<file path="src/rtl/core/lboc_pkg.sv">
// character classes and the kinsoku flag table for the line break check
package lboc_pkg;

  localparam int CharWidth = 16;
  localparam int DistWidth = 2;

  typedef logic [CharWidth-1:0] char_t;
  typedef logic [DistWidth-1:0] dist_t;

  typedef struct packed {
    logic no_end;
    logic no_begin;
  } kin_flags_t;

  localparam char_t ChTab        = 16'h0009;
  localparam char_t ChCr         = 16'h000D;
  localparam char_t ChSpace      = 16'h0020;
  localparam char_t ChQuote      = 16'h0022;
  localparam char_t ChHyphen     = 16'h002D;
  localparam char_t ChIdeoSpace  = 16'h3000;

  localparam char_t EaJamoLo     = 16'h1100;
  localparam char_t EaJamoHi     = 16'h11FF;
  localparam char_t EaCjkLo      = 16'h3000;
  localparam char_t EaCjkHi      = 16'hD7AF;
  localparam char_t EaCompatLo   = 16'hF900;
  localparam char_t EaCompatHi   = 16'hFAFF;
  localparam char_t EaFullLo     = 16'hFF00;
  localparam char_t EaFullHi     = 16'hFFDC;

  localparam dist_t DistStart    = 2'd0;

  function automatic logic is_space(input char_t c);
    return (c == ChTab) || (c == ChCr) || (c == ChSpace) || (c == ChIdeoSpace);
  endfunction

  function automatic logic is_east_asian(input char_t c);
    return ((c >= EaJamoLo) && (c <= EaJamoHi)) ||
           ((c >= EaCjkLo) && (c <= EaCjkHi)) ||
           ((c >= EaCompatLo) && (c <= EaCompatHi)) ||
           ((c >= EaFullLo) && (c <= EaFullHi));
  endfunction

  // exact match against the kinsoku table
  function automatic kin_flags_t kin_flags(input char_t c);
    kin_flags_t f;
    f = '0;
    unique case (c)
      16'h0021, 16'h0025, 16'h0029, 16'h002E, 16'h003A, 16'h003B, 16'h003F,
      16'h005D, 16'h007D, 16'h00A2, 16'h00A8, 16'h00A9, 16'h00AE, 16'h00B0,
      16'h00B7, 16'h02C7, 16'h02C9, 16'h2013, 16'h2014, 16'h2015, 16'h2016,
      16'h2019, 16'h201D, 16'h2025, 16'h2026, 16'h2027, 16'h2032, 16'h2033,
      16'h2103, 16'h2122, 16'h2236, 16'h2574, 16'h3001, 16'h3002, 16'h3003,
      16'h3005, 16'h3009, 16'h300B, 16'h300D, 16'h300F, 16'h3011, 16'h3015,
      16'h3017, 16'h301E, 16'h301F, 16'h3041, 16'h3043, 16'h3045, 16'h3047,
      16'h3049, 16'h3063, 16'h3083, 16'h3085, 16'h3087, 16'h308E, 16'h3099,
      16'h309A, 16'h309B, 16'h309C, 16'h309D, 16'h309E, 16'h30A1, 16'h30A3,
      16'h30A5, 16'h30A7, 16'h30A9, 16'h30C3, 16'h30E3, 16'h30E5, 16'h30E7,
      16'h30EE, 16'h30F5, 16'h30F6, 16'h30FB, 16'h30FC, 16'h30FD, 16'h30FE,
      16'hFE50, 16'hFE51, 16'hFE52, 16'hFE54, 16'hFE55, 16'hFE56, 16'hFE57,
      16'hFE5A, 16'hFE5C, 16'hFE5E, 16'hFF01, 16'hFF02, 16'hFF05, 16'hFF07,
      16'hFF09, 16'hFF0C, 16'hFF0E, 16'hFF1A, 16'hFF1B, 16'hFF1F, 16'hFF3D,
      16'hFF40, 16'hFF5C, 16'hFF5D, 16'hFF5E: begin
        f.no_begin = 1'b1;
      end
      16'h0024, 16'h0028, 16'h005B, 16'h005C, 16'h007B, 16'h00A3, 16'h00A5,
      16'h00A7, 16'h2018, 16'h201C, 16'h2035, 16'h266F, 16'h3008, 16'h300A,
      16'h300C, 16'h300E, 16'h3010, 16'h3012, 16'h3014, 16'h3016, 16'h301D,
      16'hFE59, 16'hFE5B, 16'hFE5D, 16'hFF04, 16'hFF08, 16'hFF20, 16'hFF3B,
      16'hFF5B, 16'hFFE1, 16'hFFE5, 16'hFFE6: begin
        f.no_end = 1'b1;
      end
      16'h0027, 16'h002F, 16'hFFE0: begin
        f.no_begin = 1'b1;
        f.no_end   = 1'b1;
      end
      default: begin
        f = '0;
      end
    endcase
    return f;
  endfunction

endpackage

</file>
<file path="src/rtl/core/line_break_opportunity_check.sv">
// line break opportunity check: kinsoku and quote rules over a four character window
// One character window is accepted per cycle while in_stall is low; each request passes
// through two registers: the window is captured in an input register, the rules and three
// lookups in the flag table run in one combinational pass, and the decision lands in a
// result register. in_stall rises only when both registers are full and out_stall is high,
// so a sustained stream runs at one item per cycle. The block holds no state between items.
module line_break_opportunity_check (
  input  logic                 clk,
  input  logic                 rst,
  input  logic                 in_valid,
  output logic                 in_stall,
  input  lboc_pkg::char_t      cur_char,
  input  lboc_pkg::char_t      prev_char,
  input  lboc_pkg::char_t      prev2_char,
  input  lboc_pkg::char_t      next_char,
  input  lboc_pkg::dist_t      dist_from_start,
  output logic                 out_valid,
  input  logic                 out_stall,
  output logic                 can_break
);

  logic            s1_valid;
  lboc_pkg::char_t s1_cur;
  lboc_pkg::char_t s1_prev;
  lboc_pkg::char_t s1_prev2;
  lboc_pkg::char_t s1_next;
  lboc_pkg::dist_t s1_dist;

  logic s1_adv;
  logic in_take;
  logic can_break_next;

  lboc_pkg::kin_flags_t cur_flags;
  lboc_pkg::kin_flags_t prev_flags;
  lboc_pkg::kin_flags_t next_flags;
  logic cur_sp, prev_sp, prev2_sp, next_sp;
  logic soft_spot;

  assign s1_adv   = !out_valid || !out_stall;
  assign in_stall = s1_valid && !s1_adv;
  assign in_take  = in_valid && !in_stall;

  always_comb begin
    cur_flags  = lboc_pkg::kin_flags(s1_cur);
    prev_flags = lboc_pkg::kin_flags(s1_prev);
    next_flags = lboc_pkg::kin_flags(s1_next);
    cur_sp     = lboc_pkg::is_space(s1_cur);
    prev_sp    = lboc_pkg::is_space(s1_prev);
    prev2_sp   = lboc_pkg::is_space(s1_prev2);
    next_sp    = lboc_pkg::is_space(s1_next);
    soft_spot  = cur_sp || lboc_pkg::is_east_asian(s1_cur) ||
                 lboc_pkg::is_east_asian(s1_prev) || (s1_prev == lboc_pkg::ChHyphen);
    priority if (s1_dist == lboc_pkg::DistStart) begin
      can_break_next = 1'b0;
    end else if (cur_sp && next_flags.no_begin) begin
      can_break_next = 1'b0;
    end else if (s1_dist[1] && prev2_sp && (s1_prev == lboc_pkg::ChQuote) && !cur_sp) begin
      // opening quote left dangling
      can_break_next = 1'b0;
    end else if (!prev_sp && (s1_cur == lboc_pkg::ChQuote) && next_sp) begin
      // closing quote pushed down
      can_break_next = 1'b0;
    end else begin
      can_break_next = soft_spot && !cur_flags.no_begin && !prev_flags.no_end;
    end
  end

  always_ff @(posedge clk) begin
    if (rst) begin
      s1_valid  <= 1'b0;
      out_valid <= 1'b0;
    end else begin
      if (s1_adv) begin
        out_valid <= s1_valid;
      end
      if (in_take) begin
        s1_valid <= 1'b1;
      end else if (s1_adv) begin
        s1_valid <= 1'b0;
      end
    end
    if (in_take) begin
      s1_cur   <= cur_char;
      s1_prev  <= prev_char;
      s1_prev2 <= prev2_char;
      s1_next  <= next_char;
      s1_dist  <= dist_from_start;
    end
    if (s1_adv && s1_valid) begin
      can_break <= can_break_next;
    end
  end

`ifndef SYNTH
  a_stall_needs_item: assert property (@(posedge clk) disable iff (rst)
    in_stall |-> (s1_valid && out_valid))
    else $error("input stalled with an empty pipeline");

  a_take_fills_s1: assert property (@(posedge clk) disable iff (rst)
    in_take |=> s1_valid)
    else $error("accepted request lost in input register");

  a_s1_holds: assert property (@(posedge clk) disable iff (rst)
    (s1_valid && !s1_adv) |=> (s1_valid && $stable(s1_cur) && $stable(s1_next)))
    else $error("held request changed in input register");

  a_line_start: assert property (@(posedge clk) disable iff (rst)
    (s1_valid && s1_adv && (s1_dist == lboc_pkg::DistStart)) |=> (out_valid && !can_break))
    else $error("break allowed at line start");

  a_move_to_out: assert property (@(posedge clk) disable iff (rst)
    (s1_valid && s1_adv) |=> out_valid)
    else $error("request dropped between stages");
`endif

endmodule
</file>
<file path="config.mk">
export PLATFORM = sky130hd
export DESIGN_NAME = line_break_opportunity_check
export DESIGN_NICKNAME = d
export VERILOG_FILES = /design/src/rtl/core/lboc_pkg.sv /design/src/rtl/core/line_break_opportunity_check.sv
export SDC_FILE = /design/constraint.sdc
export NUM_CORES = 1
export LEC_CHECK = 0
export BUFFER_PORTS_ARGS = -buffer_cell sky130_fd_sc_hd__buf_2
export CORE_MARGIN = 2
export CORE_UTILIZATION = 52
export DETAILED_ROUTE_END_ITERATION = 6
export HOLD_SLACK_MARGIN = 0.03
export PLACE_DENSITY = 0.77
export SKIP_LAST_GASP = 1
export SLEW_MARGIN = 20
export SYNTH_ARGS = -nofsm -noshare
export SYNTH_HDL_FRONTEND = slang
export SYNTH_SLANG_ARGS = --single-unit
</file>
<file path="constraint.sdc">
create_clock -name clk -period 3.9 [get_ports clk]
set_input_delay 0.195 -clock clk [delete_from_list [all_inputs] [get_ports clk]]
set_output_delay 0.195 -clock clk [all_outputs]
set_load 0.01 [all_outputs]
</file>
==> flow_metrics.env <==
export IMPL_area_growth_pct=25.5
export IMPL_yosysWarnings=0
export IMPL_dp_hpwl_mm=8.00
export IMPL_die_h_um=99.6
export IMPL_tns_ps=0
export IMPL_die_w_um=99.6
export IMPL_r2r_start="s1_cur[10]"
export IMPL_startpoint_type="flip-flop"
export IMPL_drv_slew=0
export IMPL_drive_above_1_share_pct=17.7
export IMPL_timing_rr_end="can_break"
export IMPL_clock_latency_ps=350
export IMPL_place_gp_congestion=1.02
export IMPL_fin_crit_sh_pct=72.1
export IMPL_syn_cell_area_mm2=0.00476
export IMPL_slowest_delay_ps=730
export IMPL_ioPinCount=73
export IMPL_cts_resized=0
export IMPL_hold_slack_ps=87.4
export IMPL_synthCells=509
export IMPL_antenna_found_initial=0
export IMPL_hold_path_class="in2reg"
export IMPL_cpMostUsedCell="nand4_1"
export IMPL_drt_wl_total_mm=12.9
export IMPL_final_util_pct=67.8
export IMPL_wl_per_cell_um=17.6
export IMPL_outcome="complete, no violations"
export IMPL_row_count=34
export IMPL_crit_type="reg2reg"
export IMPL_clk_pin_slew_ps=80
export IMPL_synth_main_ff_cell="edfxtp_1"
export IMPL_syn_area_per_cell_um2=9.35
export IMPL_path_max_fanout=9
export IMPL_vias=4682
export IMPL_clockRootBuffer="clkbuf_8"
export IMPL_port_buffer_count=72
export IMPL_max_slew_worst_pin_slew_ps=843
export IMPL_grt_ovfl_total=0
export IMPL_finalCriticalPeriod_ps=2810
export IMPL_rsz0062_at_grt="false"
export IMPL_grt_max_degree=67
export IMPL_endpoint_kind="flip-flop"
export IMPL_synth_edff_count=67
export IMPL_cts_tree="yes"
export IMPL_crit_chain="nor4_1 > nand4_1 > or4_2 > o2111ai_1 > nor4_2 > nand4_1 > a2111oi_2"
export IMPL_grt_first_pass_wirelength_mm=21.0
export IMPL_stdcell_area_mm2=0.00597
export IMPL_initial_core_util_pct=54.0
export IMPL_fin_skew_ps=11.6
export IMPL_synth_seq_cells=69
export IMPL_dr_pass1_iters=5
export IMPL_routed_via_density=6.40
export IMPL_first_iter_violations=425
export IMPL_grt_pass1_vias=4390
export IMPL_cts_sinks=69
export IMPL_ys_async_sr_fraction_pct=0
export IMPL_setup_viol=0
export IMPL_cts_htree_levels=3
export IMPL_dieArea_mm2=0.00993
export IMPL_p_leak_nw=2.06
export IMPL_ys_seq_area_share_pct=43.1
export IMPL_hp_start="in_valid"
export IMPL_antenna_left=0
export IMPL_maxCapViolations=0
export IMPL_holdPathEnd="s1_valid"
export IMPL_worst_path_max_delay_cell="or4_2"
export IMPL_final_cell_mix="buf_2, edfxtp_1, dlygate4sd3_1"
export IMPL_whs_path_depth=3
export IMPL_drc=0
export IMPL_final_common_cell="buf_2"
export IMPL_finalHoldViolCount=0
export IMPL_grt_use_total_pct=26.3
export IMPL_synth_distinct_cells=72
export IMPL_max_freq_mhz=356
export IMPL_n_antenna_cell=0
export IMPL_nets=688
export IMPL_synth_nets=579
export IMPL_critPathRequiredTime_ps=4010
export IMPL_dpl_cell_area_mm2=0.00510
export IMPL_reg2reg_depth=7
export IMPL_ir_drop_mv=0.245
export IMPL_clk_path_buf_depth=2
export IMPL_p_per_area_mw_per_mm2=301
export IMPL_cts_buffers=9
export IMPL_rrSetupSlack_ps=1090
export IMPL_relSlewSlack_pct=43.8
export IMPL_cp_arrival_ps=2930
export IMPL_core_mm2=0.00881
[synthesized netlist by cell type, types with 3 or more instances]
library cell / n / area, um2
nor3b_1: 8 / 60.1
a32oi_1: 6 / 52.6
xnor2_1: 8 / 70.1
edfxtp_1: 67 / 2010
a211oi_1: 5 / 37.5
o22ai_1: 5 / 31.3
buf_2: 7 / 35.0
or4_1: 10 / 75.1
nor2_1: 39 / 146
clkbuf_1: 31 / 116
nor3_1: 12 / 60.1
nor4b_1: 13 / 114
a32o_1: 5 / 50.1
and2_1: 3 / 18.8
nand2_1: 36 / 135
o32ai_1: 3 / 26.3
o21bai_1: 3 / 22.5
o21ai_0: 17 / 85.1
a2111oi_0: 4 / 35.0
inv_1: 9 / 33.8
nor2b_1: 18 / 113
a31oi_1: 8 / 50.1
a31o_2: 3 / 26.3
xor2_1: 4 / 35.0
buf_1: 4 / 15.0
nand2b_1: 14 / 87.6
a21oi_1: 23 / 115
nor4_1: 21 / 131
nand4_1: 22 / 138
and3_1: 7 / 43.8
a41oi_1: 4 / 35.0
o2111ai_1: 3 / 26.3
or4b_2: 3 / 30.0
nand4b_1: 9 / 78.8
nand3_1: 15 / 75.1
nand3b_1: 6 / 45.0
or2_2: 3 / 18.8
or3_1: 6 / 37.5
[layer usage]
layer  GRT usage [%]  wire [um]  up-vias
met3            4.15        805       22
met5               0          0        -
met1            34.2       5310     2207
met4            8.75        221        0
li1                -          -     2227
met2            45.0       6530      226
[how the worst max path moves through the flow]
stage	startpoint	end	slack (ps)	depth (start not counted)
2_1_floorplan	out_valid	s1_cur[0]	1160	2
3_3_place_gp	s1_cur[10]	can_break	1270	7
3_5_place_dp	s1_cur[10]	can_break	1130	7
4_1_cts	s1_cur[10]	can_break	1130	7
5_1_grt	s1_cur[10]	can_break	950	7
6_report	s1_cur[10]	can_break	1090	7
[worst max-delay path, delay by kind of cell (launching register included)]
family / cells / cell delay (ps)
compound gates: 2 / 200
simple gates: 5 / 1870
flops: 1 / 520
[timing repair]
| item | CTS | global route |
|---|---|---|
| setup buffers | 0 | 0 |
| hold buffers | 67 | 0 |
| endpoints found under the hold margin | 68 | 0 |
[power breakdown]
group	internal [mW]	switching, mW
combinational	0.139	0.107
clock	0.300	0.296
sequential	0.864	0.0924
[kinds of logic (layout without fill, tap and decap cells)]
| group | Yosys count | after routing | share of synthesized area [%] |
|---|---|---|---|
| AOI/OAI and AO/OA | 112 | 112 | 16.8 |
| xor gates and xnor gates | 12 | 12 | 2.21 |
| buffers and inverters | 52 | 166 | 4.37 |
| DFF | 69 | 69 | 43.1 |
| muxes | 2 | 2 | 0.421 |
| and+or+nand+nor | 262 | 262 | 33.1 |
[metrics by stage]
stage          cells  worst slack (ps)  power (mW)
2_1_floorplan    509              1160        1.08
6_report         731              1090        1.80
5_1_grt          731               950        1.88
3_3_place_gp     648              1270        1.15
4_1_cts          731              1130        1.80
3_5_place_dp     648              1130        1.16
[area by class of cell]
class,instances,area (um2)
multi-input combinational,388,2500
clock buffer,10,128
fill,687,2840
tap,108,135
inverter,9,33.8
timing repair buffer,141,1050
clock inverter,6,71.3
sequential,69,2050
[flip-flops by register name (all words and copies together), names as in the netlist]
name       cells
s1_dist        2
s1_prev2      16
s1_valid       1
s1_cur        16
s1_prev       16
can_break      1
out_valid      1
s1_next       16
(Power assumes the default switching activity.)
